==> src/design/cesd_pkg.sv <==
// package: types, codes and character tables of the escape sequence decoder
`default_nettype none

package cesd_pkg;

  localparam int unsigned MODE_W = 3;
  localparam logic [MODE_W-1:0] MODE_NORMAL  = 3'd0;
  localparam logic [MODE_W-1:0] MODE_ESCAPE  = 3'd1;
  localparam logic [MODE_W-1:0] MODE_HEX     = 3'd2;
  localparam logic [MODE_W-1:0] MODE_OCTAL   = 3'd3;
  localparam logic [MODE_W-1:0] MODE_STOPPED = 3'd4;

  localparam logic [7:0] CHAR_NUL       = 8'h00;
  localparam logic [7:0] CHAR_BACKSLASH = 8'h5C;
  localparam logic [7:0] CHAR_HEX_INTRO = 8'h78;
  localparam logic [7:0] CHAR_ZERO      = 8'h30;
  localparam logic [7:0] CHAR_SEVEN     = 8'h37;
  localparam logic [7:0] CHAR_NINE      = 8'h39;
  localparam logic [7:0] CHAR_LOWER_A   = 8'h61;
  localparam logic [7:0] CHAR_LOWER_F   = 8'h66;
  localparam logic [7:0] CHAR_UPPER_A   = 8'h41;
  localparam logic [7:0] CHAR_UPPER_F   = 8'h46;
  localparam logic [3:0] HEX_LETTER_BASE = 4'd10;

  localparam int unsigned QUEUE_DEPTH = 3;

  typedef struct packed {
    logic [7:0] out_byte;
    logic       byte_valid;
    logic       last_of_run;
    logic       literal_done;
    logic       hex_out_of_range;
    logic       octal_out_of_range;
  } result_t;

  typedef struct packed {
    logic       hit;
    logic [7:0] value;
  } char_map_t;

  typedef struct packed {
    logic       hit;
    logic [3:0] value;
  } digit_t;

  function automatic char_map_t simple_escape(input logic [7:0] c);
    char_map_t r;
    r.hit = 1'b1;
    case (c)
      8'h61:   r.value = 8'd7;
      8'h62:   r.value = 8'd8;
      8'h74:   r.value = 8'd9;
      8'h6E:   r.value = 8'd10;
      8'h76:   r.value = 8'd11;
      8'h66:   r.value = 8'd12;
      8'h72:   r.value = 8'd13;
      8'h27:   r.value = 8'd39;
      8'h22:   r.value = 8'd34;
      8'h5C:   r.value = 8'd92;
      default: begin
        r.hit   = 1'b0;
        r.value = 8'd0;
      end
    endcase
    return r;
  endfunction

  function automatic digit_t hex_digit(input logic [7:0] c);
    digit_t r;
    r.hit   = 1'b1;
    r.value = 4'd0;
    if (c >= CHAR_ZERO && c <= CHAR_NINE) begin
      r.value = c[3:0];
    end else if (c >= CHAR_LOWER_A && c <= CHAR_LOWER_F) begin
      r.value = 4'(c - CHAR_LOWER_A) + HEX_LETTER_BASE;
    end else if (c >= CHAR_UPPER_A && c <= CHAR_UPPER_F) begin
      r.value = 4'(c - CHAR_UPPER_A) + HEX_LETTER_BASE;
    end else begin
      r.hit = 1'b0;
    end
    return r;
  endfunction

endpackage

`default_nettype wire

==> src/design/c_escape_sequence_decoder.sv <==
// top level: c string literal escape sequence decoder
// results are registered in a three-entry queue; its head register drives the outputs
// throughput: one request per cycle while each gives at most one result and the
//   output is not stalled; a request with two results takes two queue entries
// reset: asynchronous, clears decode mode, accumulator, sticky flags and result queue
`default_nettype none

module c_escape_sequence_decoder (
  input  wire logic       clk_i,
  input  wire logic       rst_ni,
  input  wire logic       in_valid_i,
  output logic            in_stall_o,
  input  wire logic [7:0] lit_byte_i,
  input  wire logic       end_of_literal_i,
  output logic            out_valid_o,
  input  wire logic       out_stall_i,
  output logic [7:0]      out_byte_o,
  output logic            byte_valid_o,
  output logic            last_of_run_o,
  output logic            literal_done_o,
  output logic            hex_out_of_range_o,
  output logic            octal_out_of_range_o
);

  localparam int unsigned QD = cesd_pkg::QUEUE_DEPTH;

  logic [cesd_pkg::MODE_W-1:0] mode_q, mode_d;
  logic [7:0] accum_q, accum_d;
  logic       hex_q, hex_d;
  logic       oct_q, oct_d;

  cesd_pkg::result_t slot_q [QD];
  cesd_pkg::result_t slot_d [QD];
  cesd_pkg::result_t shifted [QD];
  cesd_pkg::result_t res0, res1;
  logic [1:0] count_q, count_d;
  logic [1:0] rem;
  logic [1:0] push_n;
  logic [1:0] k;

  logic accept, pop;
  logic first_v, plain_go, second_v, second_done;
  logic [7:0] first_b;
  cesd_pkg::char_map_t esc;
  cesd_pkg::digit_t    hdig;
  logic odig;

  assign accept      = in_valid_i && !in_stall_o;
  assign in_stall_o  = (count_q >= 2'd2);
  assign out_valid_o = (count_q != 2'd0);
  assign pop         = out_valid_o && !out_stall_i;

  assign esc  = cesd_pkg::simple_escape(lit_byte_i);
  assign hdig = cesd_pkg::hex_digit(lit_byte_i);
  assign odig = (lit_byte_i >= cesd_pkg::CHAR_ZERO) && (lit_byte_i <= cesd_pkg::CHAR_SEVEN);

  // decode step
  always_comb begin
    mode_d      = mode_q;
    accum_d     = accum_q;
    hex_d       = hex_q;
    oct_d       = oct_q;
    first_v     = 1'b0;
    first_b     = 8'd0;
    plain_go    = 1'b0;
    second_v    = 1'b0;
    second_done = 1'b0;
    if (end_of_literal_i) begin
      if (mode_q == cesd_pkg::MODE_ESCAPE) begin
        first_v = 1'b1;
        first_b = cesd_pkg::CHAR_BACKSLASH;
      end else if (mode_q == cesd_pkg::MODE_HEX || mode_q == cesd_pkg::MODE_OCTAL) begin
        first_v = 1'b1;
        first_b = accum_q;
      end
      second_v    = 1'b1;
      second_done = 1'b1;
      mode_d      = cesd_pkg::MODE_NORMAL;
      accum_d     = 8'd0;
      hex_d       = 1'b0;
      oct_d       = 1'b0;
    end else begin
      case (mode_q)
        cesd_pkg::MODE_NORMAL: begin
          plain_go = 1'b1;
        end
        cesd_pkg::MODE_ESCAPE: begin
          if (esc.hit) begin
            first_v = 1'b1;
            first_b = esc.value;
            mode_d  = cesd_pkg::MODE_NORMAL;
          end else if (lit_byte_i == cesd_pkg::CHAR_HEX_INTRO) begin
            accum_d = 8'd0;
            mode_d  = cesd_pkg::MODE_HEX;
          end else if (lit_byte_i == cesd_pkg::CHAR_ZERO) begin
            accum_d = 8'd0;
            mode_d  = cesd_pkg::MODE_OCTAL;
          end else begin
            first_v  = 1'b1;
            first_b  = cesd_pkg::CHAR_BACKSLASH;
            mode_d   = cesd_pkg::MODE_NORMAL;
            plain_go = 1'b1;
          end
        end
        cesd_pkg::MODE_HEX: begin
          if (hdig.hit) begin
            if (accum_q[7:4] != 4'd0) begin
              hex_d = 1'b1;
            end
            accum_d = {accum_q[3:0], hdig.value};
          end else begin
            first_v  = 1'b1;
            first_b  = accum_q;
            mode_d   = cesd_pkg::MODE_NORMAL;
            plain_go = 1'b1;
          end
        end
        cesd_pkg::MODE_OCTAL: begin
          if (odig) begin
            if (accum_q[7:5] != 3'd0) begin
              oct_d = 1'b1;
            end
            accum_d = {accum_q[4:0], lit_byte_i[2:0]};
          end else begin
            first_v  = 1'b1;
            first_b  = accum_q;
            mode_d   = cesd_pkg::MODE_NORMAL;
            plain_go = 1'b1;
          end
        end
        default: begin
        end
      endcase
      if (plain_go) begin
        if (lit_byte_i == cesd_pkg::CHAR_NUL) begin
          mode_d = cesd_pkg::MODE_STOPPED;
        end else if (lit_byte_i == cesd_pkg::CHAR_BACKSLASH) begin
          mode_d = cesd_pkg::MODE_ESCAPE;
        end else begin
          second_v = 1'b1;
        end
      end
    end
  end

  // pack the results of this request
  always_comb begin
    cesd_pkg::result_t fr, sr;
    fr.out_byte           = first_b;
    fr.byte_valid         = 1'b1;
    fr.last_of_run        = !second_v;
    fr.literal_done       = 1'b0;
    fr.hex_out_of_range   = hex_q;
    fr.octal_out_of_range = oct_q;
    sr.out_byte           = second_done ? 8'd0 : lit_byte_i;
    sr.byte_valid         = !second_done;
    sr.last_of_run        = 1'b1;
    sr.literal_done       = second_done;
    sr.hex_out_of_range   = hex_q;
    sr.octal_out_of_range = oct_q;
    res0   = first_v ? fr : sr;
    res1   = sr;
    push_n = accept ? ({1'b0, first_v} + {1'b0, second_v}) : 2'd0;
  end

  // result queue, head is the output register
  always_comb begin
    for (int i = 0; i < QD - 1; i++) begin
      shifted[i] = slot_q[i+1];
    end
    shifted[QD-1] = slot_q[QD-1];
    rem     = count_q - {1'b0, pop};
    count_d = rem + push_n;
    k       = 2'd0;
    for (int i = 0; i < QD; i++) begin
      if (2'(i) < rem) begin
        slot_d[i] = pop ? shifted[i] : slot_q[i];
      end else begin
        k = 2'(i) - rem;
        if (k == 2'd0) begin
          slot_d[i] = res0;
        end else begin
          slot_d[i] = res1;
        end
      end
    end
  end

  always_ff @(posedge clk_i or negedge rst_ni) begin
    if (!rst_ni) begin
      mode_q  <= cesd_pkg::MODE_NORMAL;
      accum_q <= 8'd0;
      hex_q   <= 1'b0;
      oct_q   <= 1'b0;
      count_q <= 2'd0;
    end else begin
      if (accept) begin
        mode_q  <= mode_d;
        accum_q <= accum_d;
        hex_q   <= hex_d;
        oct_q   <= oct_d;
      end
      count_q <= count_d;
    end
  end

  always_ff @(posedge clk_i) begin
    for (int i = 0; i < QD; i++) begin
      slot_q[i] <= slot_d[i];
    end
  end

  assign out_byte_o           = slot_q[0].out_byte;
  assign byte_valid_o         = slot_q[0].byte_valid;
  assign last_of_run_o        = slot_q[0].last_of_run;
  assign literal_done_o       = slot_q[0].literal_done;
  assign hex_out_of_range_o   = slot_q[0].hex_out_of_range;
  assign octal_out_of_range_o = slot_q[0].octal_out_of_range;

endmodule

`default_nettype wire

==> config.mk <==
export PLATFORM = sky130hd
export DESIGN_NAME = c_escape_sequence_decoder
export DESIGN_NICKNAME = d
export VERILOG_FILES = /design/src/design/cesd_pkg.sv /design/src/design/c_escape_sequence_decoder.sv
export SDC_FILE = /design/constraint.sdc
export NUM_CORES = 1
export LEC_CHECK = 0
export BUFFER_PORTS_ARGS = -buffer_cell sky130_fd_sc_hd__buf_2
export CAP_MARGIN = 5
export CORE_ASPECT_RATIO = 2
export CORE_MARGIN = 2
export CORE_UTILIZATION = 60
export CTS_CLUSTER_DIAMETER = 120
export DETAILED_ROUTE_END_ITERATION = 12
export PLACE_DENSITY = 0.86
export SETUP_SLACK_MARGIN = 0.3
export SYNTH_ARGS = -nofsm -noshare
export SYNTH_HDL_FRONTEND = slang
export SYNTH_SLANG_ARGS = --single-unit
==> constraint.sdc <==
create_clock -name clk_i -period 3.05 [get_ports clk_i]
set_input_delay 0.4575 -clock clk_i [delete_from_list [all_inputs] [get_ports clk_i]]
set_output_delay 0.4575 -clock clk_i [all_outputs]
set_load 0.05 [all_outputs]
==> impl_metrics.yaml, run 1 <==
critical_path:
  start_kind: "input port"
  worst_setup_path_end_kind: "flip-flop"
  worstSetupPathType: "input port to flip-flop"
  rrSetupSlack_ns: 0.48
  crit_fanout: 3
  path_cells: "buf_2 -> inv_1 -> ha_1 -> mux2i_1 -> o311ai_1 -> a211o_1 -> o21ai_1 -> o21ai_1 -> o21bai_1 -> ha_1 -> and2_1 -> ha_2 -> xor2_1 -> xnor2_1"
  cpPeakStageDelay_ns: 0.42
  reg2reg_from: "count_q[0]"
  critical_path_depth: 14
  endpoint: "count_q[1]"
  cp_num_buf_inv: 2
  cp_slowest_cell: "o311ai_1"
  r2r-end: "slot_q[0][35]"
  startpoint: "lit_byte_i[1]"
  cp.required_ns: 3.23
  path_delay_family: "compound AO/OA/AOI/OAI gates"
  crit_arrival_ns: 2.90
  reg2reg_depth: 8
final_layout:
  final_nets: 420
  area_delta_synth_final_pct: 13.4
  drive_above_1_share_pct: 21.2
  antenna-diode-count: 0
  final_common_cell: "nand2_1"
  final_area_mm2: 0.00396
  layout_common_cells: "53 x nand2_1, 39 x edfxtp_1, 35 x nor2_1, 27 x buf_2, 24 x buf_4"
yosys:
  syn-num-nets: 387
  synth_area_mm2: 0.00349
  ys_types: 70
  synth-seq-area-share_pct: 44.3
  synth_cells: 367
  synth.area.top_cells: "edfxtp_1 34%, dfrtp_1 11%, nand2_1 5.7%"
  async_flop_share_pct: 27.8
  synth_flop_cell: "edfxtp_1"
  ys_warn_count: 0
  yosysTopAreaCell: "edfxtp_1"
  synth_edf_count: 39
  ys_ff_latch: 54
  avgSynthCellArea_um2: 9.51
  yosysTopAreaCellShare_pct: 33.5
route:
  post-route-drc-count: 0
  via_count: 3000
  drt_iter0_drc: 186
  post_drt_via_cell_ratio: 6.49
  antenna_left: 0
  drt_pass1_iterations: 5
  routed_wl_mm: 8.61
  routedWlPerCell_um: 18.6
grt:
  grt_pass1_vias: 2940
  grtUsageMet3_pct: 3.72
  grt.overflow.total: 0
  grt_use_met1_pct: 29.0
  grt_antenna_before_repair: 0
  grt-busiest-layer: "met2"
  grt_max_degree: 28
  gr-usage-met2_pct: 51.7
  grtUsageTotal_pct: 28.4
  grt_pass1_wl_mm: 14.0
pwr:
  peakVddDrop_mv: 0.972
  p_per_area_mw_per_mm2: 895
  p_leak_uw: 0.00159
clock_network:
  clk_pin_slew_ns: 0.07
  clkLatencyLatePin_ns: 0.30
  tritoncts: "done"
  htree_levels: 2
  clock_path_buffers: 2
  cts_buffers: 5
  cts_hold_buf: 0
  clockRootBuffer: "clkbuf_16"
  cts.sinks: 54
sta:
  final_hold_viol_count: 0
  max_slew_margin_pct: 59.9
  fin_crit_sh_pct: 89.1
  fin_setup_tns_ns: 0
  worstMarginPinSlew_ns: 0.600
  timing.fmax_mhz: 368
  rsz0062_at_grt: "yes"
  setup_ws_ns: 0.333
  setup_viol: 0
  min_period_ns: 2.72
  holdWs_ns: 0.0516
  drv_slew: 0
  skew_ns: 0.00387
floorplanning:
  rows: 39
  io_pins: 28
  core_mm2: 0.00566
  initial_utilization_pct: 61.7
  fp.dieH_um: 112
  dieArea_mm2: 0.00648
  die_w_um: 57.9
placed_design:
  dpl_cell_area_mm2: 0.00378
  hpwl_mm: 6.70
  preCtsSetupSlack_ns: 0.000206
  gp_congestion: 0.943
  port_buffers: 27
outcome:
  status: "complete, no violations"
min_path:
  hold_path_class: "input port to async pin"
job:
  maxCapViolCount: 0
==> through the flow <==
stage / total power (uW) / util (%) / std cells
6_report: 3540 / 69.9 / 462
5_1_grt: 3730 / 69.9 / 462
4_1_cts: 3530 / 69.8 / 462
3_5_place_dp: 2930 / 66.8 / 454
3_3_place_gp: 2860 / 66.8 / 454
2_1_floorplan: 2510 / - / 367
==> final cells by class <==
class | count | area (um2)
clock buffer | 7 | 153
clock inverter | 1 | 8.76
fill | 456 | 1700
inverter | 14 | 55.1
multi-input combinational | 274 | 1800
sequential | 54 | 1550
tap | 61 | 76.3
timing repair buffer | 51 | 315
==> power breakdown <==
| part | switching [uW] | internal (uW) |
|---|---|---|
| registers | 68.5 | 1240 |
| logic | 1190 | 440 |
| clock network | 255 | 351 |
| total | 1510 | 2030 |
==> worst min path at each step <==
stage / from / endpoint / slack (ns) / cells after the start
detailed placement: rst_ni / accum_q[3] / 0.37 / 1
global placement: rst_ni / accum_q[4] / 0.37 / 1
floorplan: rst_ni / accum_q[0] / 0.16 / 0
global route: rst_ni / accum_q[4] / 0.07 / 1
finish: rst_ni / accum_q[3] / 0.05 / 1
CTS: rst_ni / accum_q[3] / 0.06 / 1
==> routing by layer <==
metal  wire, um  share of wire, %
met2       4840                56
met4        501               5.8
met5          0                 0
met3        333               3.9
met1       2930                34
==> cells in the mapped netlist (5+ instances only) <==
cell type and instances:
o21ai_0 19, inv_1 14, nand2_1 53, clkbuf_1 16, o22ai_1 7, nand3_1 5, nand2b_1 19, edfxtp_1 39
ha_1 7, o211ai_1 8, a21oi_1 16, o21a_1 5, a31oi_1 13, dfrtp_1 15, nor2_1 35, mux2i_1 8
==> state kept, by name, summed over array words and instances (netlist names) <==
name,count
mode_q,3
oct_q,1
hex_q,1
slot_q,39
accum_q,8
count_q,2
==> timing repair <==
action,CTS,global route
gates resized for setup,1,2
setup buffers,0,0
setup endpoints to repair,1,9
gates cloned,0,0
==> cells by family after synthesis <==
kind of cell,after synthesis,synth area share (%)
compound gates,102,22.0
xor+xnor,4,1.00
fa+ha+maj,7,2.51
buf+inv,39,5.02
flops,54,44.3
mux,9,2.62
simple gates,152,22.6
Power figures use the tool's default switching activity.
==> run 2, diff against run 1 <==
CORE_UTILIZATION = 56   (was 60)
PLACE_DENSITY = 0.81   (was 0.86)
clock period = 3.15 ns   (was 3.05 ns; I/O delays follow)
==> impl_metrics.yaml, run 2 (same netlist as run 1, synthesis figures left out) <==
outcome:
  status: "complete, no violations"
critical_path:
  cp_slowest_cell: "nor4b_2"
  endpoint: "count_q[1]"
  worst_setup_path_end_kind: "flip-flop"
  reg2reg_from: "count_q[1]"
  crit_arrival_ns: 2.87
  startpoint: "lit_byte_i[1]"
  path_cells: "buf_2 -> inv_1 -> ha_2 -> a41oi_1 -> nor4b_2 -> a211o_1 -> o21ai_1 -> o21ai_1 -> o21bai_1 -> ha_1 -> and2_1 -> ha_1 -> xor2_1 -> xnor2_1"
  start_kind: "input port"
  crit_fanout: 7
  worstSetupPathType: "input port to flip-flop"
  cpPeakStageDelay_ns: 0.34
  reg2reg_depth: 9
  r2r-end: "slot_q[0][37]"
  cp.required_ns: 3.33
  rrSetupSlack_ns: 0.53
sta:
  rsz0062_at_grt: "no"
  setup_viol: 0
  timing.fmax_mhz: 372
  fin_crit_sh_pct: 85.4
  min_period_ns: 2.69
  skew_ns: 0.00663
  worstMarginPinSlew_ns: 0.604
  max_slew_margin_pct: 59.7
  fin_setup_tns_ns: 0
  final_hold_viol_count: 0
  drv_slew: 0
  setup_ws_ns: 0.459
final_layout:
  area_delta_synth_final_pct: 13.1
  nFillCells: 508
  regMostFlops: "slot_q"
  antenna-diode-count: 0
  top_regs: "slot_q: 39 flops, accum_q: 8 flops, mode_q: 3 flops"
  final_common_cell: "nand2_1"
  drive_above_1_share_pct: 21.2
  largest_reg_flops: 39
  final_nets: 420
  final_area_mm2: 0.00395
  layout_common_cells: "53 x nand2_1, 39 x edfxtp_1, 35 x nor2_1, 27 x buf_2, 24 x buf_4"
clock_network:
  cts.sinks: 54
  tritoncts: "done"
  htree_levels: 2
  clkLatencyLatePin_ns: 0.30
  clockRootBuffer: "clkbuf_16"
  cts_buffers: 5
  clk_pin_slew_ns: 0.07
  clock_path_buffers: 2
route:
  post_drt_via_cell_ratio: 6.37
  drt_iter0_drc: 133
  routed_wl_mm: 8.44
  antenna_left: 0
  via_count: 2956
  post-route-drc-count: 0
  routedWlPerCell_um: 18.2
  drt_pass1_iterations: 4
grt:
  grt-busiest-layer: "met2"
  grt_antenna_before_repair: 0
  grt.overflow.total: 0
  gr-usage-met2_pct: 47.4
  grt_use_met1_pct: 24.3
  grt_pass1_vias: 2927
  grt_pass1_wl_mm: 13.5
  grtUsageMet3_pct: 4.24
  grt_max_degree: 18
  grtUsageTotal_pct: 26.0
floorplanning:
  dieArea_mm2: 0.00692
  core_mm2: 0.00601
  fp.dieH_um: 116
  initial_utilization_pct: 58.1
  die_w_um: 59.8
  io_pins: 28
  rows: 40
min_path:
  hold_path_class: "input port to async pin"
pwr:
  seq_power_share_pct: 37.6
  power.clock.fraction_pct: 16.1
  peakVddDrop_mv: 0.433
  internal_power_uw: 1940
  p_per_area_mw_per_mm2: 857
  comb_power_share_pct: 46.2
  p_switching_uw: 1440
  p_leak_uw: 0.00159
  p_sw_share_pct: 42.7
placed_design:
  dpl_cell_area_mm2: 0.00375
  preCtsSetupSlack_ns: 0.0446
  gp_congestion: 0.934
  port_buffers: 27
  hpwl_mm: 6.57
job:
  maxCapViolCount: 0
[run 2: cell type report]
type | instances | area (um2) | area share, %
multi-input combinational | 274 | 1810 | 45.8
sequential | 54 | 1550 | 39.2
timing repair buffer | 51 | 315 | 7.99
clock buffer | 6 | 133 | 3.36
tap | 63 | 78.8 | 2.00
inverter | 14 | 52.6 | 1.33
clock inverter | 2 | 13.8 | 0.349
[run 2: worst max-delay path: cells and delay by family]
family / cells / cell delay [ns]
adder cells (fa/ha/maj): 3 / 0.71
AO/OA/AOI/OAI: 5 / 0.71
AND/OR/NAND/NOR: 2 / 0.48
buffers and inverters: 2 / 0.21
XOR/XNOR: 2 / 0.28
[run 2: metrics by stage]
step                util [%]  hold WS (ns)  power (uW)  instances
CTS                     64.8        0.0759        3380        462
global route            65.7        0.0840        3570        464
floorplan                  -         0.177        2420        367
finish                  65.7        0.0670        3380        464
global placement        62.4         0.384        2790        454
detailed placement      62.4         0.392        2830        454
[run 2: worst min-delay path by stage]
stage,from,end,slack (ns),cells after the start
6_report,rst_ni,accum_q[4],0.07,1
5_1_grt,rst_ni,accum_q[5],0.08,1
3_3_place_gp,rst_ni,accum_q[6],0.38,1
2_1_floorplan,rst_ni,accum_q[0],0.18,0
4_1_cts,rst_ni,accum_q[4],0.08,1
3_5_place_dp,rst_ni,accum_q[4],0.39,1
[run 2: routing by layer]
metal	up-vias	wire length (um)
met5	-	0
met4	0	613
met3	38	264
met2	89	4760
met1	1419	2800
li1	1410	-
[run 2: repair_timing]
item / in CTS / in global routing
setup buffers: 0 / 2
hold endpoints to repair: 0 / 0
resized for setup: 0 / 10
hold buffers: 0 / 0
setup endpoints to repair: 0 / 1
[run 2: power groups by stage]
stage | clock network, uW | registers [uW] | logic [uW]
6_report | 545 | 1270 | 1560
5_1_grt | 570 | 1300 | 1690
4_1_cts | 547 | 1280 | 1560
3_5_place_dp | 0 | 1290 | 1540
3_3_place_gp | 0 | 1280 | 1510
2_1_floorplan | 0 | 1580 | 841
==> run 3, diff against run 2 <==
CELL_PAD_IN_SITES_DETAIL_PLACEMENT = 1   (was default)
CELL_PAD_IN_SITES_GLOBAL_PLACEMENT = 1   (was default)
CORE_UTILIZATION = 51   (was 56)
PLACE_DENSITY = 0.92   (was 0.81)
REMOVE_ABC_BUFFERS = 1   (was default)
==> impl_metrics.yaml, run 3 (same netlist as run 1, synthesis figures left out) <==
pwr:
  p_per_area_mw_per_mm2: 870
  peakVddDrop_mv: 0.390
  total_power_uw: 3520
  p_leak_uw: 0.00161
critical_path:
  cpMostUsedCell: "ha_1"
  cp_slowest_cell: "or4bb_1"
  cpPeakStageDelay_ns: 0.43
  reg2reg_depth: 9
  start_kind: "input port"
  rrSetupSlack_ns: 0.54
  worstSetupPathType: "input port to flip-flop"
  crit_fanout: 6
  reg2reg_from: "mode_q[0]"
  path_cells: "buf_2 -> inv_1 -> ha_4 -> or4bb_1 -> a211oi_2 -> a211o_1 -> o21ai_0 -> o21ai_1 -> o21bai_1 -> ha_1 -> and2_1 -> ha_1 -> xor2_2 -> xnor2_1"
  cp.required_ns: 3.34
  worst_setup_path_end_kind: "flip-flop"
  crit_arrival_ns: 3.00
  r2r-end: "count_q[1]"
sta:
  final_hold_viol_count: 0
  setup_viol: 0
  rsz0062_at_grt: "yes"
  timing.fmax_mhz: 356
  min_period_ns: 2.81
  max_slew_margin_pct: 55.3
  fin_crit_sh_pct: 89.2
  skew_ns: 0.00765
  drv_slew: 0
  worstMarginPinSlew_ns: 0.669
clock_network:
  htree_levels: 2
  clock_path_buffers: 2
  tritoncts: "done"
  clk_pin_slew_ns: 0.07
  cts.sinks: 54
  cts_buffers: 5
  clockRootBuffer: "clkbuf_16"
  clkLatencyLatePin_ns: 0.30
route:
  drt_iter0_drc: 145
  via_count: 3007
  drt_pass1_iterations: 4
  post_drt_via_cell_ratio: 6.11
  routed_wl_mm: 10.0
  antenna_left: 0
  post-route-drc-count: 0
  routedWlPerCell_um: 20.3
final_layout:
  final_nets: 423
  top_regs: "slot_q: 39 flops, accum_q: 8 flops, mode_q: 3 flops"
  largest_reg_flops: 39
  area_delta_synth_final_pct: 15.8
  stdcell_count: 492
  final_common_cell: "nand2_1"
  multi_input_area_mm2: 0.00183
  seq_area_mm2: 0.00155
  regMostFlops: "slot_q"
  antenna-diode-count: 0
  drive_above_1_share_pct: 22.8
  layout_common_cells: "52 x nand2_1, 39 x edfxtp_1, 35 x nor2_1, 27 x buf_2, 27 x buf_4"
  nFillCells: 791
job:
  maxCapViolCount: 0
outcome:
  status: "complete, no violations"
floorplanning:
  dieArea_mm2: 0.00756
  io_pins: 28
  rows: 42
  core_mm2: 0.00662
  fp.dieH_um: 121
  initial_utilization_pct: 52.7
  die_w_um: 62.5
placed_design:
  hpwl_mm: 7.57
  gp_congestion: 0.936
  port_buffers: 27
  place_inst: 481
grt:
  grt.overflow.total: 0
  grt_pass1_wl_mm: 16.0
  grtUsageTotal_pct: 27.3
  grt_max_degree: 28
  grt_antenna_before_repair: 0
  grt_pass1_vias: 3223
min_path:
  hold_path_class: "input port to async pin"
run 3: worst max-delay path by stage:
stage / from / to / cells past startpoint
final: lit_byte_i[0] / count_q[1] / 14
after detailed placement: lit_byte_i[0] / count_q[1] / 14
after global placement: lit_byte_i[0] / count_q[1] / 14
after CTS: lit_byte_i[0] / count_q[1] / 14
after floorplan: count_q[1] / slot_q[0][31] / 8
after global routing: lit_byte_i[0] / count_q[1] / 14
run 3: layer usage:
metal,up-vias,part of all wire [%],global-route usage [%]
met2,82,57,53.4
met3,46,2.7,3.34
met5,-,0,0
met1,1466,35,25.5
li1,1413,-,-
met4,0,6.2,18.8
run 3: cell type report:
class / count / share of cell area, %
Clock buffer: 5 / 3.09
Clock inverter: 3 / 1.08
Inverter: 14 / 1.30
Multi-Input combinational cell: 274 / 45.2
Sequential cell: 54 / 38.2
Tap cell: 88 / 2.72
Timing Repair Buffer: 54 / 8.35
run 3: stage by stage:
stage	instance area [um2]	TNS (ns)	setup slack [ns]	utilization, %	hold WS, ns
floorplan	3370	-9.69	-0.362	-	0.177
global placement	3790	0	0.00323	57.3	0.391
detailed placement	3790	-0.108	-0.108	57.3	0.389
CTS	3970	0	0.251	60.0	0.0773
global route	4040	0	0.217	61.1	0.0861
finish	4040	0	0.341	61.1	0.0705
run 3: critical path, delay by kind of cell:
kind	cells	cell delay, ns
xor gates and xnor gates	2	0.28
AOI/OAI and AO/OA	5	0.79
buffers and inverters	2	0.21
and+or+nand+nor	2	0.58
adders and majority gates	3	0.65
run 3: power breakdown:
part	leakage, uW	switching [uW]	total [uW]	internal (uW)
registers	0.000603	81.7	1280	1200
clock network	0.0000842	255	632	377
logic	0.000924	1180	1610	424
total	0.00161	1520	3520	2000
run 3: what timing repair did:
| item | 4_1_cts | 5_1_grt |
|---|---|---|
| resized for setup | 2 | 11 |
| hold buffers | 0 | 0 |
| gates cloned | 0 | 0 |
| buffers inserted | 0 | 3 |
| pin swaps | 0 | 4 |
| hold endpoints to repair | 0 | 0 |
| endpoints found under the setup margin | 9 | 6 |
